**config.mk**
```make
export PLATFORM = sky130hd
export DESIGN_NAME = wildcard_byte_pattern_scan_core_flat
export DESIGN_NICKNAME = d
export VERILOG_FILES = /design/src/wbps_pkg.sv /design/src/wbps_if.sv /design/src/wbps_cfg.sv /design/src/wbps_cell.sv /design/src/wildcard_byte_pattern_scan_core.sv /design/src/flat_wrapper.sv
export VERILOG_INCLUDE_DIRS = /design/src /design/src/src
export SDC_FILE = /design/constraint.sdc
export NUM_CORES = 1
export LEC_CHECK = 0
export BUFFER_PORTS_ARGS = -buffer_cell sky130_fd_sc_hd__buf_2
export CORE_AREA = 8 8 204 255
export CTS_BUF_LIST = sky130_fd_sc_hd__clkbuf_16
export CTS_CLUSTER_DIAMETER = 30
export DETAILED_ROUTE_END_ITERATION = 7
export DIE_AREA = 0 0 212 263
export GPL_ROUTABILITY_DRIVEN = 0
export PLACE_DENSITY = 0.7
export SLEW_MARGIN = 20
export SYNTH_ARGS = -nofsm -noshare
export SYNTH_HDL_FRONTEND = slang
export SYNTH_HIERARCHICAL = 1
export SYNTH_SLANG_ARGS = --single-unit
```
**constraint.sdc**
```tcl
create_clock -name clk_i -period 13.35 [get_ports clk_i]
set_input_delay 0.6675 -clock clk_i [delete_from_list [all_inputs] [get_ports clk_i]]
set_output_delay 0.6675 -clock clk_i [all_outputs]
set_load 0.05 [all_outputs]
```
**src/wildcard_byte_pattern_scan_core_macros.svh**
```systemverilog
// Assertion macros shared by the wildcard byte pattern scan RTL.
`ifndef WILDCARD_BYTE_PATTERN_SCAN_CORE_MACROS_SVH
`define WILDCARD_BYTE_PATTERN_SCAN_CORE_MACROS_SVH

// Checked on every rising clock edge, disabled while reset is asserted.
`define WBPS_ASSERT(name, prop) \
  name: assert property (@(posedge clk_i) disable iff (!rst_ni) prop) \
    else $error("wbps assertion failed");

// Checked on every rising clock edge, reset included.
`define WBPS_ASSERT_ALWAYS(name, prop) \
  name: assert property (@(posedge clk_i) prop) \
    else $error("wbps assertion failed");

`endif

```
**src/wbps_pkg.sv**
```systemverilog
// Package with constants and types of the wildcard byte pattern scan.
package wbps_pkg;

  localparam int PATTERN_MAX  = 16;
  localparam int WINDOW_BYTES = 2097152;
  localparam int BYTE_W       = 8;
  localparam int OFFSET_W     = $clog2(WINDOW_BYTES);
  localparam int LEN_W        = $clog2(PATTERN_MAX + 1);
  localparam int IDX_W        = (PATTERN_MAX > 1) ? $clog2(PATTERN_MAX) : 1;
  localparam int CNT_W        = 8;
  localparam int CFG_IDX_W    = 3;
  localparam int CFG_DATA_W   = 64;
  localparam int PAT_BITS     = 16 * BYTE_W;

  localparam logic [BYTE_W-1:0] WILDCARD_RESET = 8'hCC;
  localparam logic [CNT_W-1:0]  CNT_MAX        = '1;

  typedef enum logic [CFG_IDX_W-1:0] {
    CFG_PATTERN_LOW    = 3'd0,
    CFG_PATTERN_HIGH   = 3'd1,
    CFG_PATTERN_LENGTH = 3'd2,
    CFG_WILDCARD       = 3'd3,
    CFG_OCCURRENCE     = 3'd4
  } cfg_reg_e;

  typedef struct packed {
    logic              active;
    logic              wild;
    logic [BYTE_W-1:0] pat_byte;
  } cell_cfg_t;

  typedef struct packed {
    logic [LEN_W-1:0] len;
    logic [CNT_W-1:0] occurrence;
  } scan_cfg_t;

endpackage

```
**src/wbps_if.sv**
```systemverilog
// Handshake interfaces for the input, result and configuration channels.
interface wbps_in_if;
  import wbps_pkg::*;
  logic              valid;
  logic              ready;
  logic [BYTE_W-1:0] data_byte;
  logic              last_byte;
  modport source (output valid, data_byte, last_byte, input ready);
  modport sink (input valid, data_byte, last_byte, output ready);
endinterface

interface wbps_out_if;
  import wbps_pkg::*;
  logic                valid;
  logic                ready;
  logic                found;
  logic [OFFSET_W-1:0] match_offset;
  modport source (output valid, found, match_offset, input ready);
  modport sink (input valid, found, match_offset, output ready);
endinterface

interface wbps_cfg_if;
  import wbps_pkg::*;
  logic                  valid;
  logic                  ready;
  logic [CFG_IDX_W-1:0]  index;
  logic [CFG_DATA_W-1:0] data;
  modport source (output valid, index, data, input ready);
  modport sink (input valid, index, data, output ready);
endinterface

```
**src/wbps_cfg.sv**
```systemverilog
// Configuration registers and per-cell pattern setup of the pattern scan.
module wbps_cfg (
  input  logic                                    clk_i,
  input  logic                                    rst_ni,
  wbps_cfg_if.sink                                cfg_i,
  output wbps_pkg::cell_cfg_t [wbps_pkg::PATTERN_MAX-1:0] cell_cfg_o,
  output wbps_pkg::scan_cfg_t                     scan_cfg_o
);
  import wbps_pkg::*;

  logic [PAT_BITS-1:0] pattern_q, pattern_d;
  logic [LEN_W-1:0]    length_q, length_d;
  logic [BYTE_W-1:0]   wildcard_q, wildcard_d;
  logic [CNT_W-1:0]    occurrence_q, occurrence_d;
  logic [LEN_W-1:0]    len_used;

  assign cfg_i.ready = 1'b1;

  always_comb begin
    pattern_d    = pattern_q;
    length_d     = length_q;
    wildcard_d   = wildcard_q;
    occurrence_d = occurrence_q;
    if (cfg_i.valid) begin
      case (cfg_i.index)
        CFG_PATTERN_LOW:    pattern_d[63:0]   = cfg_i.data;
        CFG_PATTERN_HIGH:   pattern_d[127:64] = cfg_i.data;
        CFG_PATTERN_LENGTH: length_d          = cfg_i.data[LEN_W-1:0];
        CFG_WILDCARD:       wildcard_d        = cfg_i.data[BYTE_W-1:0];
        CFG_OCCURRENCE:     occurrence_d      = cfg_i.data[CNT_W-1:0];
        default: ;
      endcase
    end
  end

  always_ff @(posedge clk_i or negedge rst_ni) begin
    if (!rst_ni) begin
      pattern_q    <= '0;
      length_q     <= LEN_W'(1);
      wildcard_q   <= WILDCARD_RESET;
      occurrence_q <= CNT_W'(1);
    end else begin
      pattern_q    <= pattern_d;
      length_q     <= length_d;
      wildcard_q   <= wildcard_d;
      occurrence_q <= occurrence_d;
    end
  end

  assign len_used = (length_q > LEN_W'(PATTERN_MAX)) ? LEN_W'(PATTERN_MAX) : length_q;

  // Cell k compares the byte k items ago and faces pattern byte len-1-k.
  always_comb begin
    logic [LEN_W-1:0] pidx;
    for (int k = 0; k < PATTERN_MAX; k++) begin
      pidx = len_used - LEN_W'(1) - LEN_W'(k);
      cell_cfg_o[k].active   = (LEN_W'(k) < len_used);
      cell_cfg_o[k].pat_byte = pattern_q[{pidx[IDX_W-1:0], 3'b000} +: BYTE_W];
      cell_cfg_o[k].wild     = (cell_cfg_o[k].pat_byte == wildcard_q);
    end
  end

  assign scan_cfg_o.len        = len_used;
  assign scan_cfg_o.occurrence = occurrence_q;

endmodule

```
**src/wbps_cell.sv**
```systemverilog
// One cell of the byte chain: holds a window byte and compares its input byte.
module wbps_cell (
  input  logic                        clk_i,
  input  logic                        en_i,
  input  logic [wbps_pkg::BYTE_W-1:0] byte_i,
  input  wbps_pkg::cell_cfg_t         cfg_i,
  output logic [wbps_pkg::BYTE_W-1:0] byte_o,
  output logic                        hit_o
);
  import wbps_pkg::*;

  logic [BYTE_W-1:0] byte_q, byte_d;

  assign byte_d = en_i ? byte_i : byte_q;

  always_ff @(posedge clk_i) begin
    byte_q <= byte_d;
  end

  assign byte_o = byte_q;
  assign hit_o  = !cfg_i.active || cfg_i.wild || (byte_i == cfg_i.pat_byte);

endmodule

```
**src/wildcard_byte_pattern_scan_core.sv**
```systemverilog
// Top level of the wildcard byte pattern scan with its chain of compare cells.
// The result caused by an item is registered, valid the cycle after it is accepted.
// Throughput: one item per cycle unless a pending result stalls the input; each item
// shifts the cell chain one byte and is compared with the whole pattern in that cycle.
// Reset clears the window position, match count, report flag and result valid flag;
// configuration returns to length 1, wildcard 0xCC and occurrence 1.
`include "wildcard_byte_pattern_scan_core_macros.svh"

module wildcard_byte_pattern_scan_core (
  input  logic       clk_i,
  input  logic       rst_ni,
  wbps_cfg_if.sink   cfg_i,
  wbps_in_if.sink    in_i,
  wbps_out_if.source out_o
);
  import wbps_pkg::*;

  cell_cfg_t [PATTERN_MAX-1:0] cell_cfg;
  scan_cfg_t                   scan_cfg;
  logic [BYTE_W-1:0]           chain_in  [PATTERN_MAX];
  logic [BYTE_W-1:0]           chain_out [PATTERN_MAX];
  logic [PATTERN_MAX-1:0]      cell_hit;

  logic [OFFSET_W-1:0] pos_q, pos_d;
  logic [CNT_W-1:0]    count_q, count_d;
  logic                done_q, done_d;
  logic                out_valid_q, out_valid_d;
  logic                out_found_q, out_found_d;
  logic [OFFSET_W-1:0] out_offset_q, out_offset_d;

  logic             in_acc;
  logic             last;
  logic             hit;
  logic [CNT_W-1:0] count_inc;
  logic             emit_found;
  logic             emit_none;

  wbps_cfg u_cfg (
    .clk_i      (clk_i),
    .rst_ni     (rst_ni),
    .cfg_i      (cfg_i),
    .cell_cfg_o (cell_cfg),
    .scan_cfg_o (scan_cfg)
  );

  assign in_i.ready = !out_valid_q || out_o.ready;
  assign in_acc     = in_i.valid && in_i.ready;

  for (genvar k = 0; k < PATTERN_MAX; k++) begin : g_cell
    if (k == 0) begin : g_head
      assign chain_in[k] = in_i.data_byte;
    end else begin : g_body
      assign chain_in[k] = chain_out[k-1];
    end
    wbps_cell u_cell (
      .clk_i  (clk_i),
      .en_i   (in_acc),
      .byte_i (chain_in[k]),
      .cfg_i  (cell_cfg[k]),
      .byte_o (chain_out[k]),
      .hit_o  (cell_hit[k])
    );
  end

  assign last = in_i.last_byte || (pos_q == OFFSET_W'(WINDOW_BYTES - 1));

  assign hit = !done_q && (scan_cfg.len != '0) &&
               (pos_q >= OFFSET_W'(scan_cfg.len - LEN_W'(1))) && (&cell_hit);

  assign count_inc  = (count_q == CNT_MAX) ? count_q : count_q + CNT_W'(1);
  assign emit_found = hit && (scan_cfg.occurrence != '0) &&
                      (count_inc == scan_cfg.occurrence);
  assign emit_none  = last && !done_q && !emit_found;

  always_comb begin
    pos_d   = pos_q;
    count_d = count_q;
    done_d  = done_q;
    if (in_acc) begin
      if (last) begin
        pos_d   = '0;
        count_d = '0;
        done_d  = 1'b0;
      end else begin
        pos_d   = pos_q + OFFSET_W'(1);
        count_d = hit ? count_inc : count_q;
        done_d  = done_q || emit_found;
      end
    end
  end

  always_comb begin
    out_valid_d  = out_valid_q;
    out_found_d  = out_found_q;
    out_offset_d = out_offset_q;
    if (in_acc && (emit_found || emit_none)) begin
      out_valid_d  = 1'b1;
      out_found_d  = emit_found;
      out_offset_d = emit_found ? pos_q - OFFSET_W'(scan_cfg.len - LEN_W'(1)) : '0;
    end else if (out_o.ready) begin
      out_valid_d = 1'b0;
    end
  end

  always_ff @(posedge clk_i or negedge rst_ni) begin
    if (!rst_ni) begin
      pos_q       <= '0;
      count_q     <= '0;
      done_q      <= 1'b0;
      out_valid_q <= 1'b0;
    end else begin
      pos_q       <= pos_d;
      count_q     <= count_d;
      done_q      <= done_d;
      out_valid_q <= out_valid_d;
    end
  end

  always_ff @(posedge clk_i) begin
    out_found_q  <= out_found_d;
    out_offset_q <= out_offset_d;
  end

  assign out_o.valid        = out_valid_q;
  assign out_o.found        = out_found_q;
  assign out_o.match_offset = out_offset_q;

  `WBPS_ASSERT_ALWAYS(a_pos_in_window, pos_q <= OFFSET_W'(WINDOW_BYTES - 1))
  `WBPS_ASSERT(a_no_report_after_done, (in_acc && done_q) |-> !emit_found)
  `WBPS_ASSERT(a_count_saturates, (in_acc && !last && count_q == CNT_MAX) |=> count_q == CNT_MAX)
  `WBPS_ASSERT(a_none_has_zero_offset, (out_valid_q && !out_found_q) |-> out_offset_q == '0)

endmodule
```
**src/flat_wrapper.sv**
```systemverilog
// flat-port wrapper written by rule: the top's interface ports become plain ports
module wildcard_byte_pattern_scan_core_flat import wbps_pkg::*;
  (clk_i, rst_ni, cfg_i_valid, cfg_i_index, cfg_i_data, cfg_i_ready, in_i_valid, in_i_data_byte, in_i_last_byte, in_i_ready, out_o_valid, out_o_found, out_o_match_offset, out_o_ready);
  wbps_cfg_if cfg_i_i ();
  wbps_in_if in_i_i ();
  wbps_out_if out_o_i ();
  input  logic clk_i;
  input  logic rst_ni;
  input wire logic [$bits(cfg_i_i.valid)-1:0] cfg_i_valid;
  input wire logic [$bits(cfg_i_i.index)-1:0] cfg_i_index;
  input wire logic [$bits(cfg_i_i.data)-1:0] cfg_i_data;
  output wire logic [$bits(cfg_i_i.ready)-1:0] cfg_i_ready;
  input wire logic [$bits(in_i_i.valid)-1:0] in_i_valid;
  input wire logic [$bits(in_i_i.data_byte)-1:0] in_i_data_byte;
  input wire logic [$bits(in_i_i.last_byte)-1:0] in_i_last_byte;
  output wire logic [$bits(in_i_i.ready)-1:0] in_i_ready;
  output wire logic [$bits(out_o_i.valid)-1:0] out_o_valid;
  output wire logic [$bits(out_o_i.found)-1:0] out_o_found;
  output wire logic [$bits(out_o_i.match_offset)-1:0] out_o_match_offset;
  input wire logic [$bits(out_o_i.ready)-1:0] out_o_ready;
  assign cfg_i_i.valid = cfg_i_valid;
  assign cfg_i_i.index = cfg_i_index;
  assign cfg_i_i.data = cfg_i_data;
  assign cfg_i_ready = cfg_i_i.ready;
  assign in_i_i.valid = in_i_valid;
  assign in_i_i.data_byte = in_i_data_byte;
  assign in_i_i.last_byte = in_i_last_byte;
  assign in_i_ready = in_i_i.ready;
  assign out_o_valid = out_o_i.valid;
  assign out_o_found = out_o_i.found;
  assign out_o_match_offset = out_o_i.match_offset;
  assign out_o_i.ready = out_o_ready;
  wildcard_byte_pattern_scan_core u_core (.clk_i(clk_i), .rst_ni(rst_ni), .cfg_i(cfg_i_i), .in_i(in_i_i), .out_o(out_o_i));
endmodule
```
==> results.toml, run 1 <==
[clock_tree]
tritoncts = "yes"
cts-root-to-sink-buffers = 3
tritoncts.num_buffers = 59
post_cts_hold_buffer_count = 0
htree_num_levels = 2
post_cts_resize_count = 0
clock_sinks = 322
cts.root.buffer_cell = "clkbuf_16"
post_cts_buffers = 0
register_clock_pin_slew_on_the_reported_worst_setup_and_hold_paths_ns = 0.06
clk_lat_worst_skew_ns = 0.64

[worst_setup_path]
r2r-start = "u_core/u_cfg/length_q[4]$_DFFE_PN0P_"
endpoint_kind = "flip-flop"
timing.setup.critical_path_class = "flip-flop to flip-flop"
critical_path_peak_fanout = 65
slowest_stage = "mux2i_1"
setup.worst_path.start_class = "flip-flop"
worst_ep_required_time_ns = 13.60
cp.buffers_inverters = 4
crit_path_most_repeated_cell = "buf_4"
cp.arrival_ns = 8.48
setup_slack_reg_to_reg_ns = 5.13
timing.rr.end = "u_core/out_o.match_offset[8]$_SDFFCE_PN0P_"
r2r.worst_path.cells = 19
critPathTopFamily = "compound AO/OA/AOI/OAI gates"
max_stage_delay_ns = 0.87
critical_path_cell_by_cell = "buf_4 > nand2b_2 > buf_4 > ha_2 > xnor2_4 > buf_4 > xnor2_2 > buf_4 > mux2i_1 > mux2i_1 > xnor2_1 > nand4_1 > o21ai_1 > nand4_1 > nor3_1 > nand2_1 > a41oi_1 > nand4_2 > a21oi_4"

[global_routing]
antenna_violations_before_repair = 2
grt_use_total = 0.276
grt_pass1_wl_mm = 116
grt_pass1_vias = 18495
grt_max_degree = 111
globalRoute.totalOverflow = 0

[layout]
final_net_count = 2350
drive_gt1_frac = 0.205
multi_input_area_um2 = 14000
areaGrowthSynthToFinish_pct = 13.5
antenna-diode-count = 0
layout.filler_cells = 4038
layout.cells.most_common_list = "mux2i_1 (342), xnor2_1 (259), dfrtp_1 (173), nand2_1 (171), mux2_2 (154)"
layout.cells.most_common = "mux2i_1"
combined_flip_flop_and_latch_cell_area_um2 = 8780
utilization = 0.555

[drt]
drt_first_pass_iters = 6
detail_route.wl_per_cell_um = 26.9
remaining_drc_errors = 0
viasPerCell = 6.54
drt_iter0_drc = 2251
routed-via-count = 19196
antenna_violating_nets_post_route = 0
routed_wirelength_mm = 79.0

[logic_synthesis]
synth_area_per_cell_um2 = 10.7
synth_cells = 2191
syn-cell-area_um2 = 23400
synthesis.nets = 2299
ys_warnings = 6

[pwr]
power_leakage_uw = 0.0105
worst_ir_drop_vdd_v = 0.000136
total_power_uw = 6920
powerDensity_nw_per_um2 = 261

[timing]
final_setup_violation_count = 0
worstMarginPinSlew_ns = 1.12
timing.clock.skew_ns = 0.0401
fin_crit_ns = 8.22
max_clock_freq_mhz = 122
drv_slew = 0
hold_slack_ns = -0.0262
timing.final.crit_share = 0.616
finalHoldViolCount = 25
slew-limit-headroom = 0.233
unrepaired_setup_endpoints_after_global_routing = "false"
tns_ns = 0

[placement]
dp.final_hpwl_mm = 57.7
portBuffers = 104

[job]
maxCapViolations = 0

[floorplanning]
die-area_um2 = 55800
dieWidth_um = 212
top_level_ports = 106
core_region_area_um2 = 47900
die_height_um = 263
effective_utilization_at_floorplan = 0.489
placementRows = 90

[min_path]
holdCritPathClass = "primary input to asynchronous set/reset pin"

[outcome]
outcome = "finished with violations"
violations = "hold timing"
report_power, final:
part	leakage (µW)	internal, µW	total, µW	switching (µW)
Sequential	0.00357	1180	1410	231
Combinational	0.00586	1600	3920	2320
Clock	0.00104	1050	1590	548
layout make-up:
type	count	area share
Multi-Input combinational cell	1695	0.525
Tap cell	644	0.0303
Sequential cell	322	0.331
Clock inverter	50	0.0245
Timing Repair Buffer	135	0.0294
Inverter	29	0.00419
Clock buffer	59	0.0556
state kept, by name (all words and copies together) (netlist names):
register	cells
u_core/u_cfg/pattern_q	128
u_core/g_cell.u_cell/byte_o	120
u_core/out_o.match_offset	21
u_core/pos_q	21
u_core/count_q	8
u_core/u_cfg/occurrence_q	8
u_core/u_cfg/wildcard_q	8
u_core/u_cfg/length_q	5
u_core/done_q	1
u_core/out_o.found	1
u_core/out_o.valid	1
per-layer routing:
metal  up-vias  global-route usage  share of wire
met5         -                   0        0.00019
met4         2               0.165          0.071
met3       320              0.0798           0.11
met2      1215               0.436           0.46
met1      9370               0.329           0.37
li1       8289                   -              -
how the worst max path moves through the flow:
stage                                          from                                          to  depth (start not counted)
2_1_floorplan  u_core/u_cfg/length_q[0]$_DFFE_PN1P_                u_core/out_o.found$_DFFE_PP_                         25
3_3_place_gp   u_core/u_cfg/length_q[4]$_DFFE_PN0P_  u_core/out_o.match_offset[0]$_SDFFCE_PN0P_                         17
3_5_place_dp   u_core/u_cfg/length_q[4]$_DFFE_PN0P_  u_core/out_o.match_offset[1]$_SDFFCE_PN0P_                         20
4_1_cts        u_core/u_cfg/length_q[4]$_DFFE_PN0P_  u_core/out_o.match_offset[8]$_SDFFCE_PN0P_                         20
5_1_grt        u_core/u_cfg/length_q[1]$_DFFE_PN0P_  u_core/out_o.match_offset[8]$_SDFFCE_PN0P_                         19
6_report       u_core/u_cfg/length_q[4]$_DFFE_PN0P_  u_core/out_o.match_offset[8]$_SDFFCE_PN0P_                         19
per-stage QoR:
stage                     std cells  area (µm²)  setup slack [ns]  hold slack [ns]
after floorplan                2191       23400              6.93            0.372
after global placement         2824       24400              5.29            0.457
after detailed placement       2824       24400              5.03            0.459
after CTS                      2933       26500              4.97            0.218
after global routing           2934       26600              4.84          0.00202
final                          2934       26600              5.13          -0.0262
(Power assumes the default switching activity.)
==> inputs of run 2 (changes only) <==
--- a/config.mk
+++ b/config.mk
@@ -13,7 +13,7 @@
 export DETAILED_ROUTE_END_ITERATION = 7
 export DIE_AREA = 0 0 212 263
 export GPL_ROUTABILITY_DRIVEN = 0
-export PLACE_DENSITY = 0.7
+export PLACE_DENSITY = 0.73
 export SLEW_MARGIN = 20
 export SYNTH_ARGS = -nofsm -noshare
 export SYNTH_HDL_FRONTEND = slang
==> constraint.sdc (replaced) <==
create_clock -name clk_i -period 7.05 [get_ports clk_i]
set_input_delay 0.3525 -clock clk_i [delete_from_list [all_inputs] [get_ports clk_i]]
set_output_delay 0.3525 -clock clk_i [all_outputs]
set_load 0.05 [all_outputs]
==> run 2 against run 1 <==
The flow finishes with violations (DRC, hold timing); utilization is 1.1 points higher; flip-flop and latch count is the same; via count grew 2.5%; global-route usage is 0.30 points higher; largest power group unchanged; highest routed layer unchanged.
==> results.toml, run 2 (synthesis results as in run 1) <==
[outcome]
outcome = "finished with violations"
violations = "DRC, hold timing"

[timing]
drv_slew = 0
unrepaired_setup_endpoints_after_global_routing = "false"
timing.final.crit_share = 0.969
slew-limit-headroom = 0.189
worstMarginPinSlew_ns = 1.20
finalHoldViolCount = 2
hold_slack_ns = -0.00369
tns_ns = 0
fin_crit_ns = 6.83
timing.clock.skew_ns = 0.0387
max_clock_freq_mhz = 146
final_setup_violation_count = 0

[worst_setup_path]
cp.arrival_ns = 7.16
cp.buffers_inverters = 7
timing.setup.critical_path_class = "flip-flop to flip-flop"
worst_ep_required_time_ns = 7.38
crit_path_most_repeated_cell = "buf_4"
max_stage_delay_ns = 0.51
critical_path_peak_fanout = 28
critPathTopFamily = "buffers and inverters"
slowest_stage = "xnor2_4"
critical_path_cell_by_cell = "buf_4 > nand2b_1 > buf_4 > xnor2_4 > buf_4 > mux2i_4 > buf_4 > mux2i_1 > mux2i_1 > xnor2_1 > nand4_1 > nor2_1 > nor2b_1 > o21ai_1 > nand2_1 > nor4_1 > nand2_1 > a41oi_1 > buf_4 > nand4_2 > buf_4 > a21oi_2 > buf_4"
endpoint_kind = "flip-flop"
setup.worst_path.start_class = "flip-flop"

[min_path]
holdCritPathClass = "primary input to flip-flop"

[placement]
portBuffers = 104
dp.final_hpwl_mm = 57.8
placed_cells_incl_taps = 2839

[floorplanning]
placementRows = 90
core_region_area_um2 = 47900
top_level_ports = 106
die-area_um2 = 55800
effective_utilization_at_floorplan = 0.489
dieWidth_um = 212
die_height_um = 263

[pwr]
worst_ir_drop_vdd_v = 0.000280
power_leakage_uw = 0.0107
powerDensity_nw_per_um2 = 477

[layout]
layout.cells.most_common = "mux2i_1"
antenna-diode-count = 0
areaGrowthSynthToFinish_pct = 15.7
max_flop_register = "u_core/u_cfg/pattern_q"
finalNonFillerCells = 3010
drive_gt1_frac = 0.207
largest_reg_flops = 128
final_net_count = 2424
layout.cells.most_common_list = "mux2i_1 (342), xnor2_1 (259), dfrtp_1 (173), nand2_1 (171), mux2_2 (154)"

[drt]
remaining_drc_errors = 5
drt_iter0_drc = 2366
viasPerCell = 6.54
antenna_violating_nets_post_route = 0
routed_wirelength_mm = 79.5
drt_first_pass_iters = 8
routed-via-count = 19674
detail_route.wl_per_cell_um = 26.4

[clock_tree]
tritoncts = "yes"
htree_num_levels = 2
post_cts_buffers = 0
tritoncts.num_buffers = 59
register_clock_pin_slew_on_the_reported_worst_setup_and_hold_paths_ns = 0.05
clock_sinks = 322
clk_lat_worst_skew_ns = 0.66
cts-root-to-sink-buffers = 3
cts.root.buffer_cell = "clkbuf_16"

[global_routing]
globalRoute.totalOverflow = 0
grt_use_total = 0.279
grt_pass1_wl_mm = 119
grt_max_degree = 172
antenna_violations_before_repair = 2
grt_pass1_vias = 19235

[job]
maxCapViolations = 0
[run 2: repair_timing]
| action | in CTS | in global routing |
|---|---|---|
| hold endpoints to repair | 198 | 9 |
| resized for setup | 0 | 0 |
| setup endpoints to repair | 0 | 22 |
| hold buffers | 51 | 8 |
[run 2: path summary, 6_finish.rpt]
kind | endpoint | startpoint | slack (ns) | cells past startpoint
worst max register to register | u_core/out_o.match_offset[19]$_SDFFCE_PN0P_ | u_core/u_cfg/length_q[4]$_DFFE_PN0P_ | 0.22 | 23
max in group asynchronous | u_core/u_cfg/pattern_q[12]$_DFFE_PN0P_ | rst_ni | 5.19 | 3
min in group asynchronous | u_core/u_cfg/pattern_q[8]$_DFFE_PN0P_ | rst_ni | 0.42 | 2
worst max-delay path | u_core/out_o.match_offset[19]$_SDFFCE_PN0P_ | u_core/u_cfg/length_q[4]$_DFFE_PN0P_ | 0.22 | 23
worst min register to register | u_core/g_cell[12].u_cell/byte_o[2]$_DFFE_PP_ | u_core/g_cell[11].u_cell/byte_o[2]$_DFFE_PP_ | 0.45 | 0
worst min-delay path | u_core/u_cfg/pattern_q[54]$_DFFE_PN0P_ | cfg_i_data[54] | -0.004 | 2
[run 2: layout make-up]
| type | instances | area (µm²) |
|---|---|---|
| Clock buffer | 60 | 1500 |
| Clock inverter | 51 | 464 |
| Fill cell | 3981 | 20800 |
| Inverter | 29 | 111 |
| Multi-Input combinational cell | 1696 | 13900 |
| Sequential cell | 322 | 8780 |
| Tap cell | 644 | 806 |
| Timing Repair Buffer | 208 | 1490 |
[run 2: power by group]
| group | switching, µW | internal (µW) |
|---|---|---|
| Sequential | 412 | 2230 |
| Combinational | 4430 | 3090 |
| Clock | 1080 | 1660 |
[run 2: metal layers]
layer,up-vias,global-route usage,share of wire
met4,2,0.177,0.075
met3,325,0.0660,0.097
met1,9642,0.339,0.37
li1,8441,-,-
met2,1264,0.439,0.46
met5,-,0,0.00016
[run 2: worst reg2reg max path, delay by kind of cell (launching register included)]
kind	cells	cell delay [ns]
xor gates and xnor gates	2	0.98
buffers and inverters	7	2.03
AOI/OAI and AO/OA	3	0.50
DFF	1	0.38
and+or+nand+nor	8	1.55
muxes	3	1.10
[run 2: stage by stage]
step | worst slack, ns | power (µW) | util | instance area, µm² | hold slack (ns)
3_5_place_dp | 0.598 | 9770 | 0.512 | 24500 | 0.459
6_report | 0.220 | 12900 | 0.566 | 27100 | -0.00369
5_1_grt | 0.0126 | 13300 | 0.566 | 27100 | 0.00237
2_1_floorplan | 0.626 | 7830 | - | 23400 | 0.0569
3_3_place_gp | 0.871 | 9620 | 0.512 | 24500 | 0.452
4_1_cts | 0.599 | 12600 | 0.563 | 27000 | 0.0000766
==> inputs of run 3 (changes only) <==
==> constraint.sdc (replaced) <==
create_clock -name clk_i -period 5.58 [get_ports clk_i]
set_input_delay 0.279 -clock clk_i [delete_from_list [all_inputs] [get_ports clk_i]]
set_output_delay 0.279 -clock clk_i [all_outputs]
set_load 0.05 [all_outputs]
==> run 3 against run 2 <==
Critical path depth decreased by 5; worst hold slack improved by 0.027 ns; the flow finishes with violations (DRC); utilization rose by 1.3 points; sequential power up 28%; highest routed layer is now met4; count of clock-buffer cells in the layout up 1; final area up 2.2%; global-route usage is 0.84 points higher; setup slack worse by 0.068 ns.
==> results.toml, run 3 (synthesis results as in run 1) <==
[outcome]
violations = "DRC"
outcome = "finished with violations"

[floorplanning]
core_region_area_um2 = 47900
dieWidth_um = 212
die-area_um2 = 55800
placementRows = 90
effective_utilization_at_floorplan = 0.489
die_height_um = 263
top_level_ports = 106

[timing]
worstMarginPinSlew_ns = 1.21
finalHoldViolCount = 0
max_clock_freq_mhz = 184
drv_slew = 0
timing.clock.skew_ns = 0.0176
unrepaired_setup_endpoints_after_global_routing = "false"
final_setup_violation_count = 0
slew-limit-headroom = 0.195
tns_ns = 0
fin_crit_ns = 5.43
timing.final.crit_share = 0.973

[global_routing]
grt_use_total = 0.287
grt_pass1_vias = 19877
antenna_violations_before_repair = 1
globalRoute.totalOverflow = 0
grt_pass1_wl_mm = 122
grt_max_degree = 91

[placement]
dp.final_hpwl_mm = 59.4
portBuffers = 104

[worst_setup_path]
critical_path_peak_fanout = 45
cp.arrival_ns = 5.74
timing.setup.critical_path_class = "flip-flop to flip-flop"
slowest_stage = "dfstp_2"
worst_ep_required_time_ns = 5.89
max_stage_delay_ns = 0.59
critical_path_cell_by_cell = "nand2b_4 > inv_2 > buf_12 > mux2i_1 > mux2i_1 > mux4_2 > xnor2_1 > nand4_1 > nor4_1 > nor2b_1 > o21ai_1 > nand4_1 > nor4_1 > nand2_1 > a41oi_1 > nand4_2 > a21oi_4 > buf_4"
setup.worst_path.start_class = "flip-flop"
endpoint_kind = "flip-flop"

[clock_tree]
cts.root.buffer_cell = "clkbuf_16"
cts-root-to-sink-buffers = 3
tritoncts = "yes"
tritoncts.num_buffers = 61
clk_lat_worst_skew_ns = 0.63
clock_sinks = 322
htree_num_levels = 2
register_clock_pin_slew_on_the_reported_worst_setup_and_hold_paths_ns = 0.05

[drt]
antenna_violating_nets_post_route = 0
routed-via-count = 19939
detail_route.wl_per_cell_um = 26.6
drt_iter0_drc = 2718
remaining_drc_errors = 8
drt_first_pass_iters = 8
viasPerCell = 6.53
routed_wirelength_mm = 81.2

[layout]
drive_gt1_frac = 0.222
combined_flip_flop_and_latch_cell_area_um2 = 8780
largest_reg_flops = 128
final_net_count = 2464
layout.cells.most_common = "mux2i_1"
layout.cells.most_common_list = "mux2i_1 (331), xnor2_1 (255), dfrtp_1 (173), nand2_1 (171), mux2_2 (154)"
areaGrowthSynthToFinish_pct = 18.3
multi_input_area_um2 = 14000
utilization = 0.578
max_flop_register = "u_core/u_cfg/pattern_q"
layout.filler_cells = 3900

[pwr]
powerDensity_nw_per_um2 = 615
total_power_uw = 17000
worst_ir_drop_vdd_v = 0.000343
power_leakage_uw = 0.0110

[min_path]
holdCritPathClass = "primary input to flip-flop"

[job]
maxCapViolations = 0
==> run 3: layout make-up <==
type | instances | area share
antenna | 1 | 0.0000904
clock buffer | 61 | 0.0552
clock inverter | 55 | 0.0214
inverter | 29 | 0.00402
multi-input combinational | 1695 | 0.506
sequential | 322 | 0.317
tap | 644 | 0.0291
timing repair buffer | 247 | 0.0670
==> run 3: worst paths after layout <==
kind | startpoint | end | slack (ns) | cells past startpoint
max reg2reg | u_core/u_cfg/length_q[0]$_DFFE_PN1P_ | u_core/out_o.found$_DFFE_PP_ | 0.15 | 18
min reg2reg | u_core/g_cell[11].u_cell/byte_o[2]$_DFFE_PP_ | u_core/g_cell[12].u_cell/byte_o[2]$_DFFE_PP_ | 0.46 | 0
min in group asynchronous | rst_ni | u_core/u_cfg/pattern_q[18]$_DFFE_PN0P_ | 0.27 | 2
max | u_core/u_cfg/length_q[0]$_DFFE_PN1P_ | u_core/out_o.found$_DFFE_PP_ | 0.15 | 18
min | cfg_i_data[2] | u_core/u_cfg/pattern_q[2]$_DFFE_PN0P_ | 0.02 | 3
max in group asynchronous | rst_ni | u_core/count_q[2]$_DFFE_PN0P_ | 4.04 | 3
==> run 3: critical path, delay by kind of cell (launching register included) <==
| family | cells | cell delay (ns) |
|---|---|---|
| AO/OA/AOI/OAI | 3 | 0.64 |
| XOR/XNOR | 1 | 0.20 |
| buffers and inverters | 3 | 0.77 |
| flip-flops | 1 | 0.59 |
| multiplexers | 3 | 1.28 |
| AND/OR/NAND/NOR | 8 | 1.59 |
==> run 3: through the flow <==
step | instances | hold WS, ns | worst slack [ns] | cell area [µm²]
floorplan | 2191 | -0.0166 | 0.0645 | 23400
global placement | 2867 | 0.392 | 0.310 | 24700
detailed placement | 2867 | 0.403 | 0.194 | 24800
CTS | 3051 | 0.0106 | 0.200 | 27600
global route | 3053 | 0.0344 | 0.0189 | 27700
finish | 3054 | 0.0238 | 0.153 | 27700
==> run 3: timing repair <==
action / in CTS / in global routing
setup buffers: 0 / 2
setup endpoints to repair: 0 / 48
hold buffers: 68 / 0
hold endpoints to repair: 213 / 0
resized for setup: 0 / 25
==> run 3: power by group <==
group	switching, µW	leakage, µW	total [µW]	internal, µW
Combinational	5770	0.00638	9910	4140
Clock	1380	0.00106	3740	2360
Sequential	548	0.00357	3370	2820
==> run 3: layer usage <==
metal  track usage  part of all wire  up-vias
met4         0.194             0.082        0
met5             0                 0        -
met2         0.445              0.46     1333
met1         0.336              0.35     9675
li1              -                 -     8526
met3        0.0907              0.11      405
